**config.mk**
```make
export PLATFORM = sky130hd
export DESIGN_NAME = light_action_state_machine_flat
export DESIGN_NICKNAME = d
export VERILOG_FILES = /design/src/lasm_pkg.sv /design/src/lasm_in_if.sv /design/src/lasm_out_if.sv /design/src/lasm_step.sv /design/src/light_action_state_machine.sv /design/src/flat_wrapper.sv
export SDC_FILE = /design/constraint.sdc
export NUM_CORES = 1
export LEC_CHECK = 0
export ABC_AREA = 1
export BUFFER_PORTS_ARGS = -buffer_cell sky130_fd_sc_hd__buf_4
export CORE_UTILIZATION = 45
export DETAILED_ROUTE_END_ITERATION = 7
export HOLD_SLACK_MARGIN = 0.12
export SLEW_MARGIN = 20
export SYNTH_ARGS = -nofsm -noshare
export SYNTH_HDL_FRONTEND = slang
export SYNTH_HIERARCHICAL = 1
export SYNTH_SLANG_ARGS = --single-unit
```
**constraint.sdc**
```tcl
create_clock -name clk -period 4.2 [get_ports clk]
set_input_delay 0.42 -clock clk [delete_from_list [all_inputs] [get_ports clk]]
set_output_delay 0.42 -clock clk [all_outputs]
set_load 0.01 [all_outputs]
```
**src/lasm_pkg.sv**
```systemverilog
// ----------------------------------------------------------------------------
// lasm_pkg
// Shared types and constants of the light action state machine: light
// states, action codes, register indexes and the item, result and state
// records passed between the top level and the step logic.
// ----------------------------------------------------------------------------
package lasm_pkg;

	localparam int TIMER_W = 27;
	localparam logic [7:0] MOVEMENT_DEFAULT_MS = 8'd10;
	localparam int MS_PER_SECOND = 1000;

	typedef enum logic [2:0] {
		ST_OFF      = 3'd0,
		ST_ON_INIT  = 3'd1,
		ST_ON       = 3'd2,
		ST_OFF_INIT = 3'd3,
		ST_LEVEL    = 3'd4,
		ST_MODE     = 3'd5,
		ST_TEMP     = 3'd6,
		ST_COLOR    = 3'd7
	} light_state_t;

	typedef enum logic [2:0] {
		ACT_NONE  = 3'd0,
		ACT_ON    = 3'd1,
		ACT_OFF   = 3'd2,
		ACT_LEVEL = 3'd3,
		ACT_MODE  = 3'd4,
		ACT_TEMP  = 3'd5,
		ACT_COLOR = 3'd6
	} led_act_t;

	typedef enum logic [2:0] {
		CODE_ON    = 3'd0,
		CODE_LEVEL = 3'd1,
		CODE_OFF   = 3'd2,
		CODE_MODE  = 3'd3,
		CODE_TEMP  = 3'd4,
		CODE_COLOR = 3'd5
	} code_t;

	typedef enum logic [1:0] {
		REG_AUTO_OFF_EN  = 2'd0,
		REG_AUTO_OFF_SEC = 2'd1,
		REG_MOVEMENT_MS  = 2'd2
	} reg_index_t;

	typedef struct packed {
		logic        req_type;
		logic [2:0]  action_code;
		logic [7:0]  action_value;
		logic [23:0] color_rgb;
		logic [15:0] actor_id;
	} item_t;

	typedef struct packed {
		logic        accepted;
		led_act_t    started_action;
		logic [15:0] started_actor;
		led_act_t    completed_action;
		led_act_t    led_cmd;
		logic [7:0]  led_value;
		logic [23:0] led_color;
		light_state_t light_state;
	} result_t;

	typedef struct packed {
		light_state_t        mode;
		logic [TIMER_W-1:0]  timer_ms;
		logic                running;
		logic                armed;
	} state_t;

	typedef struct packed {
		logic                auto_off_en;
		logic [TIMER_W-1:0]  auto_off_ms;
		logic [7:0]          movement_ms;
	} cfg_t;

endpackage

```
**src/lasm_in_if.sv**
```systemverilog
// ----------------------------------------------------------------------------
// lasm_in_if
// Input channel: one tick or one action request per item.
// ----------------------------------------------------------------------------
interface lasm_in_if;
	logic        valid;
	logic        ready;
	logic        req_type;
	logic [2:0]  action_code;
	logic [7:0]  action_value;
	logic [23:0] color_rgb;
	logic [15:0] actor_id;

	modport source (output valid, req_type, action_code, action_value, color_rgb, actor_id,
		input ready);
	modport sink (input valid, req_type, action_code, action_value, color_rgb, actor_id,
		output ready);
endinterface

```
**src/lasm_out_if.sv**
```systemverilog
// ----------------------------------------------------------------------------
// lasm_out_if
// Output channel: one result item for every input item.
// ----------------------------------------------------------------------------
interface lasm_out_if;
	logic        valid;
	logic        ready;
	logic        accepted;
	logic [2:0]  started_action;
	logic [15:0] started_actor;
	logic [2:0]  completed_action;
	logic [2:0]  led_cmd;
	logic [7:0]  led_value;
	logic [23:0] led_color;
	logic [2:0]  light_state;

	modport source (output valid, accepted, started_action, started_actor,
		completed_action, led_cmd, led_value, led_color, light_state, input ready);
	modport sink (input valid, accepted, started_action, started_actor,
		completed_action, led_cmd, led_value, led_color, light_state, output ready);
endinterface

```
**src/lasm_step.sv**
```systemverilog
// ----------------------------------------------------------------------------
// lasm_step
// Combinational step of the light state machine: from the current state,
// one item and the configuration, forms the next state and the result.
// ----------------------------------------------------------------------------
module lasm_step (
	input  lasm_pkg::state_t  cur,
	input  lasm_pkg::item_t   item,
	input  lasm_pkg::cfg_t    cfg,
	output lasm_pkg::state_t  nxt,
	output lasm_pkg::result_t res
);
	import lasm_pkg::*;

	logic               tick_run;
	logic [TIMER_W-1:0] rem_dec;
	logic               expire;
	logic               auto_init;
	logic               try_init;
	logic [2:0]         code;
	logic [7:0]         value;
	logic [23:0]        rgb;
	logic [15:0]        actor;
	logic               ok;
	light_state_t       init_ns;
	led_act_t           rep;
	logic               complete;
	led_act_t           done;
	light_state_t       done_ns;
	logic               arm;
	logic [TIMER_W-1:0] move_load;
	logic [TIMER_W-1:0] aoff_load;

	// Tick countdown and expiry.
	assign tick_run  = !item.req_type && cur.running;
	assign rem_dec   = cur.timer_ms - TIMER_W'(cur.timer_ms != '0);
	assign expire    = tick_run && (rem_dec == '0);
	assign auto_init = expire && cur.armed;
	assign complete  = expire && !cur.armed;

	// An armed expiry issues an off request from actor zero.
	assign try_init = item.req_type || auto_init;
	assign code     = item.req_type ? item.action_code : CODE_OFF;
	assign value    = item.req_type ? item.action_value : 8'd0;
	assign rgb      = item.req_type ? item.color_rgb : 24'd0;
	assign actor    = item.req_type ? item.actor_id : 16'd0;

	assign move_load = (cfg.movement_ms == 8'd0) ? TIMER_W'(1) : TIMER_W'(cfg.movement_ms);
	assign aoff_load = (cfg.auto_off_ms == '0) ? TIMER_W'(1) : cfg.auto_off_ms;

	// Request admission against the current light state.
	always_comb begin
		ok      = 1'b0;
		init_ns = ST_OFF;
		rep     = ACT_NONE;
		case (code_t'(code))
			CODE_ON: begin
				rep = ACT_ON;
				if (cur.mode == ST_OFF) begin
					ok = 1'b1; init_ns = ST_ON_INIT;
				end else if (value != 8'd0 && cur.mode == ST_ON) begin
					ok = 1'b1; init_ns = ST_LEVEL;
				end
			end
			CODE_LEVEL: begin
				rep = ACT_LEVEL;
				ok = (cur.mode == ST_ON); init_ns = ST_LEVEL;
			end
			CODE_OFF: begin
				rep = ACT_OFF;
				ok = (cur.mode == ST_ON); init_ns = ST_OFF_INIT;
			end
			CODE_MODE: begin
				rep = ACT_MODE;
				ok = (cur.mode == ST_ON); init_ns = ST_MODE;
			end
			CODE_TEMP: begin
				rep = ACT_TEMP;
				ok = (cur.mode == ST_ON); init_ns = ST_TEMP;
			end
			CODE_COLOR: begin
				rep = ACT_COLOR;
				ok = 1'b1; init_ns = ST_COLOR;
			end
			default: begin
				ok = 1'b0;
			end
		endcase
		ok = ok && try_init;
	end

	// Completion of an initiated state.
	always_comb begin
		done    = ACT_NONE;
		done_ns = cur.mode;
		case (cur.mode)
			ST_OFF_INIT: begin done = ACT_OFF;   done_ns = ST_OFF; end
			ST_ON_INIT:  begin done = ACT_ON;    done_ns = ST_ON; end
			ST_LEVEL:    begin done = ACT_LEVEL; done_ns = ST_ON; end
			ST_MODE:     begin done = ACT_MODE;  done_ns = ST_ON; end
			ST_TEMP:     begin done = ACT_TEMP;  done_ns = ST_ON; end
			ST_COLOR:    begin done = ACT_COLOR; done_ns = ST_ON; end
			default:     begin done = ACT_NONE;  done_ns = cur.mode; end
		endcase
	end

	assign arm = complete && done != ACT_NONE && done != ACT_OFF && cfg.auto_off_en;

	// Next state.
	always_comb begin
		nxt = cur;
		if (tick_run) begin
			nxt.timer_ms = rem_dec;
		end
		if (expire) begin
			nxt.running = 1'b0;
			nxt.armed   = 1'b0;
		end
		if (ok) begin
			nxt.mode     = init_ns;
			nxt.armed    = 1'b0;
			nxt.timer_ms = move_load;
			nxt.running  = 1'b1;
		end else if (complete) begin
			nxt.mode = done_ns;
			if (arm) begin
				nxt.timer_ms = aoff_load;
				nxt.running  = 1'b1;
				nxt.armed    = 1'b1;
			end
		end
	end

	// Result fields.
	always_comb begin
		res = '0;
		if (ok) begin
			res.accepted       = 1'b1;
			res.started_action = rep;
			res.started_actor  = actor;
			case (init_ns)
				ST_ON_INIT:  res.led_cmd = ACT_ON;
				ST_OFF_INIT: res.led_cmd = ACT_OFF;
				ST_MODE: begin
					res.led_cmd   = ACT_MODE;
					res.led_value = {7'd0, value != 8'd0};
				end
				ST_TEMP: begin
					res.led_cmd   = ACT_TEMP;
					res.led_value = value;
				end
				ST_LEVEL: begin
					res.led_cmd   = ACT_LEVEL;
					res.led_value = value;
				end
				default: begin
					res.led_cmd   = ACT_COLOR;
					res.led_color = rgb;
				end
			endcase
		end
		if (complete) begin
			res.completed_action = done;
		end
		res.light_state = nxt.mode;
	end

endmodule

```
**src/light_action_state_machine.sv**
```systemverilog
// ----------------------------------------------------------------------------
// light_action_state_machine
// Light controller: takes 1 ms ticks and action requests, runs the movement
// timer and the auto turn-off countdown, and reports one result per item.
// ----------------------------------------------------------------------------
//
//  Channel | Direction | Handshake     | Carries
//  --------+-----------+---------------+---------------------------------------
//  in_ch   | sink      | valid / ready | tick or action request with payload
//  out_ch  | source    | valid / ready | initiation, completion, LED command
//  cfg     | write     | cfg_we        | auto-off enable, delay, movement time
//
//  One item per cycle is taken while the output is ready; its result passes
//  from the input register through the state update into the result register,
//  which presents it on the output until it is taken.
//  The state, timer and both pipeline valids clear on arst_n; the movement time
//  resets to 10 ms, auto-off to disabled with a zero delay.
//  A stalled output holds its result; the input register keeps taking items
//  until it is full, so throughput is set only by the output ready.
// ----------------------------------------------------------------------------
module light_action_state_machine (
	input  logic        clk,
	input  logic        arst_n,
	input  logic        cfg_we,
	input  logic [1:0]  cfg_index,
	input  logic [15:0] cfg_wdata,
	lasm_in_if.sink     in_ch,
	lasm_out_if.source  out_ch
);
	import lasm_pkg::*;

	// Input register stage.
	logic    valid_s1;
	item_t   item_s1;

	// Result register.
	logic    out_valid_q;
	result_t res_q;

	// Light state and timer.
	state_t  state_q;
	state_t  state_nxt;
	result_t res_nxt;

	// Configuration. The auto-off delay is kept in milliseconds, scaled when
	// it is written so the step logic only has to load it.
	logic               aoff_en_q;
	logic [TIMER_W-1:0] aoff_ms_q;
	logic [7:0]         move_ms_q;
	cfg_t               cfg;

	logic adv;
	logic in_acc;

	// The item in the input register moves on whenever the result register
	// is empty or is being emptied in this cycle.
	assign adv         = valid_s1 && (!out_valid_q || out_ch.ready);
	assign in_ch.ready = !valid_s1 || adv;
	assign in_acc      = in_ch.valid && in_ch.ready;

	always_ff @(posedge clk or negedge arst_n) begin
		if (!arst_n) begin
			valid_s1 <= 1'b0;
		end else if (in_acc) begin
			valid_s1 <= 1'b1;
		end else if (adv) begin
			valid_s1 <= 1'b0;
		end
	end

	always_ff @(posedge clk) begin
		if (in_acc) begin
			item_s1.req_type     <= in_ch.req_type;
			item_s1.action_code  <= in_ch.action_code;
			item_s1.action_value <= in_ch.action_value;
			item_s1.color_rgb    <= in_ch.color_rgb;
			item_s1.actor_id     <= in_ch.actor_id;
		end
	end

	// Configuration writes; an index beyond the register list is ignored.
	always_ff @(posedge clk or negedge arst_n) begin
		if (!arst_n) begin
			aoff_en_q <= 1'b0;
			aoff_ms_q <= '0;
			move_ms_q <= MOVEMENT_DEFAULT_MS;
		end else if (cfg_we) begin
			case (reg_index_t'(cfg_index))
				REG_AUTO_OFF_EN:  aoff_en_q <= cfg_wdata[0];
				REG_AUTO_OFF_SEC: aoff_ms_q <= TIMER_W'(cfg_wdata) * TIMER_W'(MS_PER_SECOND);
				REG_MOVEMENT_MS:  move_ms_q <= cfg_wdata[7:0];
				default:          ;
			endcase
		end
	end

	assign cfg.auto_off_en = aoff_en_q;
	assign cfg.auto_off_ms = aoff_ms_q;
	assign cfg.movement_ms = move_ms_q;

	lasm_step u_step (
		.cur  (state_q),
		.item (item_s1),
		.cfg  (cfg),
		.nxt  (state_nxt),
		.res  (res_nxt)
	);

	// The state advances together with the result it produced.
	always_ff @(posedge clk or negedge arst_n) begin
		if (!arst_n) begin
			state_q.mode     <= ST_OFF;
			state_q.timer_ms <= '0;
			state_q.running  <= 1'b0;
			state_q.armed    <= 1'b0;
			out_valid_q      <= 1'b0;
		end else begin
			if (adv) begin
				state_q     <= state_nxt;
				out_valid_q <= 1'b1;
			end else if (out_ch.ready) begin
				out_valid_q <= 1'b0;
			end
		end
	end

	always_ff @(posedge clk) begin
		if (adv) begin
			res_q <= res_nxt;
		end
	end

	assign out_ch.valid            = out_valid_q;
	assign out_ch.accepted         = res_q.accepted;
	assign out_ch.started_action   = res_q.started_action;
	assign out_ch.started_actor    = res_q.started_actor;
	assign out_ch.completed_action = res_q.completed_action;
	assign out_ch.led_cmd          = res_q.led_cmd;
	assign out_ch.led_value        = res_q.led_value;
	assign out_ch.led_color        = res_q.led_color;
	assign out_ch.light_state      = res_q.light_state;

`ifndef SYNTHESIS
	// A running timer always has time left to count.
	a_run_nonzero: assert property (@(posedge clk) disable iff (!arst_n)
		state_q.running |-> state_q.timer_ms != '0)
		else $error("timer running with zero remaining");

	// Auto-off is only armed while its countdown runs.
	a_armed_running: assert property (@(posedge clk) disable iff (!arst_n)
		state_q.armed |-> state_q.running)
		else $error("auto-off armed without a running timer");

	// Auto-off is armed only after completing into the on state.
	a_armed_on: assert property (@(posedge clk) disable iff (!arst_n)
		state_q.armed |-> state_q.mode == ST_ON)
		else $error("auto-off armed outside the on state");

	// An initiated action always reports its action and an LED command.
	a_accept_cmd: assert property (@(posedge clk) disable iff (!arst_n)
		out_valid_q && res_q.accepted |->
			res_q.started_action != ACT_NONE && res_q.led_cmd != ACT_NONE)
		else $error("accepted result without action or command");

	// Without an initiation there is no LED command.
	a_no_cmd: assert property (@(posedge clk) disable iff (!arst_n)
		out_valid_q && !res_q.accepted |-> res_q.led_cmd == ACT_NONE)
		else $error("LED command without an initiated action");
`endif

endmodule
```
**src/flat_wrapper.sv**
```systemverilog
// flat-port wrapper written by rule: the top's interface ports become plain ports
module light_action_state_machine_flat import lasm_pkg::*;
  (clk, arst_n, cfg_we, cfg_index, cfg_wdata, in_ch_valid, in_ch_req_type, in_ch_action_code, in_ch_action_value, in_ch_color_rgb, in_ch_actor_id, in_ch_ready, out_ch_valid, out_ch_accepted, out_ch_started_action, out_ch_started_actor, out_ch_completed_action, out_ch_led_cmd, out_ch_led_value, out_ch_led_color, out_ch_light_state, out_ch_ready);
  lasm_in_if in_ch_i ();
  lasm_out_if out_ch_i ();
  input  logic clk;
  input  logic arst_n;
  input  logic cfg_we;
  input  logic [1:0] cfg_index;
  input  logic [15:0] cfg_wdata;
  input wire logic [$bits(in_ch_i.valid)-1:0] in_ch_valid;
  input wire logic [$bits(in_ch_i.req_type)-1:0] in_ch_req_type;
  input wire logic [$bits(in_ch_i.action_code)-1:0] in_ch_action_code;
  input wire logic [$bits(in_ch_i.action_value)-1:0] in_ch_action_value;
  input wire logic [$bits(in_ch_i.color_rgb)-1:0] in_ch_color_rgb;
  input wire logic [$bits(in_ch_i.actor_id)-1:0] in_ch_actor_id;
  output wire logic [$bits(in_ch_i.ready)-1:0] in_ch_ready;
  output wire logic [$bits(out_ch_i.valid)-1:0] out_ch_valid;
  output wire logic [$bits(out_ch_i.accepted)-1:0] out_ch_accepted;
  output wire logic [$bits(out_ch_i.started_action)-1:0] out_ch_started_action;
  output wire logic [$bits(out_ch_i.started_actor)-1:0] out_ch_started_actor;
  output wire logic [$bits(out_ch_i.completed_action)-1:0] out_ch_completed_action;
  output wire logic [$bits(out_ch_i.led_cmd)-1:0] out_ch_led_cmd;
  output wire logic [$bits(out_ch_i.led_value)-1:0] out_ch_led_value;
  output wire logic [$bits(out_ch_i.led_color)-1:0] out_ch_led_color;
  output wire logic [$bits(out_ch_i.light_state)-1:0] out_ch_light_state;
  input wire logic [$bits(out_ch_i.ready)-1:0] out_ch_ready;
  assign in_ch_i.valid = in_ch_valid;
  assign in_ch_i.req_type = in_ch_req_type;
  assign in_ch_i.action_code = in_ch_action_code;
  assign in_ch_i.action_value = in_ch_action_value;
  assign in_ch_i.color_rgb = in_ch_color_rgb;
  assign in_ch_i.actor_id = in_ch_actor_id;
  assign in_ch_ready = in_ch_i.ready;
  assign out_ch_valid = out_ch_i.valid;
  assign out_ch_accepted = out_ch_i.accepted;
  assign out_ch_started_action = out_ch_i.started_action;
  assign out_ch_started_actor = out_ch_i.started_actor;
  assign out_ch_completed_action = out_ch_i.completed_action;
  assign out_ch_led_cmd = out_ch_i.led_cmd;
  assign out_ch_led_value = out_ch_i.led_value;
  assign out_ch_led_color = out_ch_i.led_color;
  assign out_ch_light_state = out_ch_i.light_state;
  assign out_ch_i.ready = out_ch_ready;
  light_action_state_machine u_core (.clk(clk), .arst_n(arst_n), .cfg_we(cfg_we), .cfg_index(cfg_index), .cfg_wdata(cfg_wdata), .in_ch(in_ch_i), .out_ch(out_ch_i));
endmodule
```
After elaboration in Yosys (flattened, before gate mapping)

Index checks and enable logic that the tools add are counted.

Add/subtract/negate cells: 1
Multiply operators: 1
Equality and inequality tests: 20
Muxes and demuxes: 26
Bitwise gates (word level): 2
Reductions and logical operators: 37

Operators by type and width:

| kind                  | number |
|---|---|
| $mux 32               | 2 |
| $logic_not 27->1      | 2 |
| $pmux 3 s6            | 3 |
| $mux 29               | 1 |
| $eq 3x3->1 const B    | 9 |
| $mux 27               | 1 |
| $reduce_bool 27->1    | 1 |
| $sub 27x1->27         | 1 |
| $mux 26               | 1 |
| $mul 16x7->23 const B | 1 |
| $mux 20               | 1 |
| $mux 16               | 1 |
| $mux 8                | 2 |
| $pmux 8 s2            | 1 |
| $eq 3x2->1 const B    | 5 |
| $pmux 3 s5            | 1 |
| $logic_and 1x1->1     | 11 |
| $eq 3x1->1 const B    | 3 |
| $mux 3                | 3 |
| $logic_not 8->1       | 1 |
| $reduce_and 2->1      | 4 |
| $reduce_bool 8->1     | 1 |
| $reduce_or 7->1       | 1 |
| $logic_not 3->1       | 2 |
| 16 further kinds      | 28 |

Flip-flop bits (word level): 179
Input bits: 75
Output and inout bits: 63
Logic and storage cells: 109

Longest topological paths before layout

Depth after elaboration: 11
Depth in mapped cells: 25
Depth with buffers taken out: 25

Modules after synthesis

The synthesis kept the hierarchy.

By module, submodules not included:

| module                     | times used | cells each | area an instance (sq um) | sequential area each (sq um) |
|---|---|---|---|---|
| light_action_state_machine | 1          | 765        | 8816.0                   | 5047.3 |
| lasm_step                  | 1          | 628        | 2995.4                   | 0.0 |

Worst setup path after synthesis

OpenSTA, ideal clock, no wires.

Path kind: in2reg
Start: in cfg_wdata[7]
End: reg u_core.aoff_ms_q[21]
Library setup time: 0.117 ns
Arrival time: 3.547 ns
Data required time: 4.083 ns
Slack: 0.536 ns
Stages: 16
Path buffers: 0
Cell sequence: inv_1 -> fa_1 -> fa_1 -> fa_1 -> fa_1 -> inv_1 -> ha_1 -> nand2_1 -> nand2_1 -> nand2_1 -> and2_4 -> nor2_1 -> nor2_1 -> nand3b_1 -> nand3_1 -> nand2_1

Longest elaborated chain between the ends: 1

Ends and longest elaborated chain:

| item                 | RTL line                         | RTL |
|---|---|---|
| start, declared      | flat_wrapper.sv:10               | `input logic [15:0] cfg_wdata;` |
| $mul 16x7->23        | light_action_state_machine.sv:90 | `REG_AUTO_OFF_SEC: aoff_ms_q <= TIMER_W'(cfg_wdata) * TIMER_W'(MS_PER_SECOND);` |
| end signal, assigned | light_action_state_machine.sv:90 |  |
| end, declared        | light_action_state_machine.sv:48 | `logic [TIMER_W-1:0] aoff_ms_q;` |

No other way between the ends.
A chain may end at the register's enable or synchronous reset.

==> results.cfg <==
[status]
status = finished clean

[worst_setup_path]
cp-end-kind = register
critPathLaunchType = register
path_class = reg -> reg
worstPathArrival_ns = 4.16
critPathMaxFanout = 10
cp.required_ns = 4.57

[layout]
antenna_cells = 0
area_delta_synth_final_pct = 17.4
drive_above_1_share = 0.175
final_area_um2 = 13900
nNetsFinal = 1715
final_cells = 1874

[sta]
hold_violations = 0
slew_violations = 0
fin_crit_ns = 3.79
setup_viol = 0
skew_ns = 0.0144
period_share = 0.902
max_freq_mhz = 264
worst_slew_pin_slew_ns = 1.02
rsz0062_at_grt = false
setup-tns-final_ns = 0
relSlewSlack = 0.316

[detailed_routing]
wl_um = 28200
viasPerCell = 4.97
drt-wirelength-per-cell_um = 15.1
route.detailed.drc = 0
ant_nets = 0
first_iter_violations = 679
first_pass_iters = 5
vias = 9312

[die]
dieArea_um2 = 26900
io_pins = 138
start_util = 0.464
rows = 58
dieHeight_um = 164
core_area_um2 = 25500
die_x_um = 164

[clocking]
cts_tree = done
root_buffer = clkbuf_16
ctsResizeCount = 0
numCtsBuffers = 17
clkTransAtPathRegs_ns = 0.08
clock_sinks = 179
cts.path.max_buffers = 2
hold_buffers = 0
post-cts-setup-buffers = 0
clock_latency_ns = 0.44
htree_levels = 4

[placed_design]
port_buffers = 137
dpl_cell_area_um2 = 13200
gp_congestion = 0.958
place_inst = 1842
dp_hpwl_um = 21400

[yosys]
synthArstFlopShare = 0.369
ys.flop_type = edfxtp_1
syn_avg_cell_area_um2 = 8.48
ys_seq_elements = 179
yosysWarnings = 6
ys_seq_area_frac = 0.427
yosysTopAreaCell = edfxtp_1
synth_edf_count = 113
synth.top_cell.area_share = 0.287
synthTopCellsByArea = edfxtp_1 (29%), dfrtp_1 (14%), nand2_1 (12%), fa_1 (9.2%), inv_1 (6.3%)
netlist_area_um2 = 11800
synthCells = 1393
yosys.cell_types.count = 41

[pwr]
p_per_area_nw_per_um2 = 629
p_leak_uw = 0.00673
irDropWorstVdd_mv = 0.266

[global_route]
overflow = 0
grt_start_max_net_pins = 67
track_usage = 0.216
antenna_found_initial = 0
grt_pass1_wl_um = 45500
grt_pass1_vias = 9004

[worst_hold_path]
holdCritPathClass = in -> async

[run]
drv_cap = 0
layout make-up:
type                    count  area (um2)
multi-input cells         975        5810
clock inverters            15         210
well taps                 330         413
inverters                 204         767
fillers                  2374       11600
clock buffers              17         425
repair buffers            154        1190
flip-flops and latches    179        5050
metal layers:
| metal | part of all wire | up-vias | track usage |
|---|---|---|---|
| met3 | 0.049 | 39 | 0.0444 |
| met2 | 0.46 | 196 | 0.340 |
| li1 | - | 4704 | - |
| met4 | 0.019 | 0 | 0.0669 |
| met5 | 0 | - | 0 |
| met1 | 0.48 | 4373 | 0.300 |
synth_stat cells, types with 11 or more instances:
master	number
nand4_1	25
nor2_2	18
clkbuf_1	20
nand2_1	391
a21oi_1	24
nand3_1	100
ha_1	55
nor2_1	135
dfrtp_1	64
o21ai_0	57
buf_2	11
inv_1	198
nor3_1	12
edfxtp_1	113
nand2_2	19
fa_1	54
o21ai_2	11
report_power, final:
part	total, uW	switching, uW	internal (uW)	leakage (uW)
sequential	2600	326	2270	0.00194
combinational	4430	2790	1640	0.00448
clock	1690	856	836	0.000307
total	8720	3970	4740	0.00673
kinds of logic (layout without fill, tap and decap cells):
logic type                 after synthesis  after routing  synth area share
and+or+nand+nor                        734            734             0.275
buffers and inverters                  246            390            0.0847
DFF                                    179            179             0.427
adders and majority gates              109            109             0.150
AOI/OAI and AO/OA                      108            108            0.0513
xor gates and xnor gates                16             16            0.0119
other                                    1              8          0.000317
through the flow:
step	setup slack (ns)	hold slack, ns	power [uW]	util
finish	0.410	0.0899	8720	0.544
CTS	0.187	0.133	8720	0.543
detailed placement	0.0437	0.472	7010	0.518
floorplan	0.536	0.124	5870	-
global placement	0.0559	0.467	6980	0.518
global route	0.0376	0.130	9490	0.544
critical path: stages, from the launching register on:
cell,delay (ns)
dfrtp_1,0.43
nor2_1,0.20
nand2_1,0.14
nor2_2,0.23
nand4_1,0.16
ha_1,0.27
ha_2,0.25
nand2_1,0.09
nand3_1,0.09
nor2_1,0.11
nand2_1,0.06
nor2_1,0.17
nand2_1,0.11
nor2_1,0.10
nand2_1,0.07
nor2_2,0.17
nand4_1,0.16
nand2_1,0.12
nand2_2,0.14
inv_2,0.14
buf_6,0.18
nand2_1,0.09
nand2_1,0.09
nand2_1,0.05
nand2_1,0.09
path summary, 6_finish.rpt:
check | start | endpoint | slack (ns) | cells after the start
setup reg to reg | u_core/state_q[21]$_DFFE_PN0P_ | u_core/state_q[31]$_DFFE_PN0P_ | 0.41 | 24
max in group asynchronous | arst_n | u_core/move_ms_q[5]$_DFFE_PN0P_ | 3.51 | 1
hold reg to reg | u_core/aoff_ms_q[6]$_DFFE_PN0P_ | u_core/aoff_ms_q[6]$_DFFE_PN0P_ | 0.49 | 2
min in group clk | in_ch_actor_id[1] | u_core/item_s1[1]$_DFFE_PP_ | 0.15 | 1
setup / recovery | u_core/state_q[21]$_DFFE_PN0P_ | u_core/state_q[31]$_DFFE_PN0P_ | 0.41 | 24
hold / removal | arst_n | u_core/state_q[26]$_DFFE_PN0P_ | 0.09 | 1
flip-flops by register name (all words and copies together), names as in the netlist:
name	count
u_core/aoff_en_q	1
u_core/aoff_ms_q	23
u_core/item_s1	52
u_core/move_ms_q	8
u_core/out_ch.accepted	1
u_core/out_ch.completed_action	3
u_core/out_ch.led_cmd	3
u_core/out_ch.led_color	24
u_core/out_ch.led_value	8
u_core/out_ch.light_state	3
u_core/out_ch.started_action	3
u_core/out_ch.started_actor	16
u_core/out_ch.valid	1
u_core/state_q	32
u_core/valid_s1	1
cells in the final DEF (no fill, tap or decap), types with 24 or more instances in the layout:
master,n
edfxtp_1,113
inv_1,196
dfrtp_1,64
o21ai_0,57
a21oi_1,24
nand3_1,100
nand4_1,25
nor2_1,134
buf_4,150
nand2_1,389
ha_1,54
fa_1,54
No activity file was read; power rests on OpenSTA's default activity.
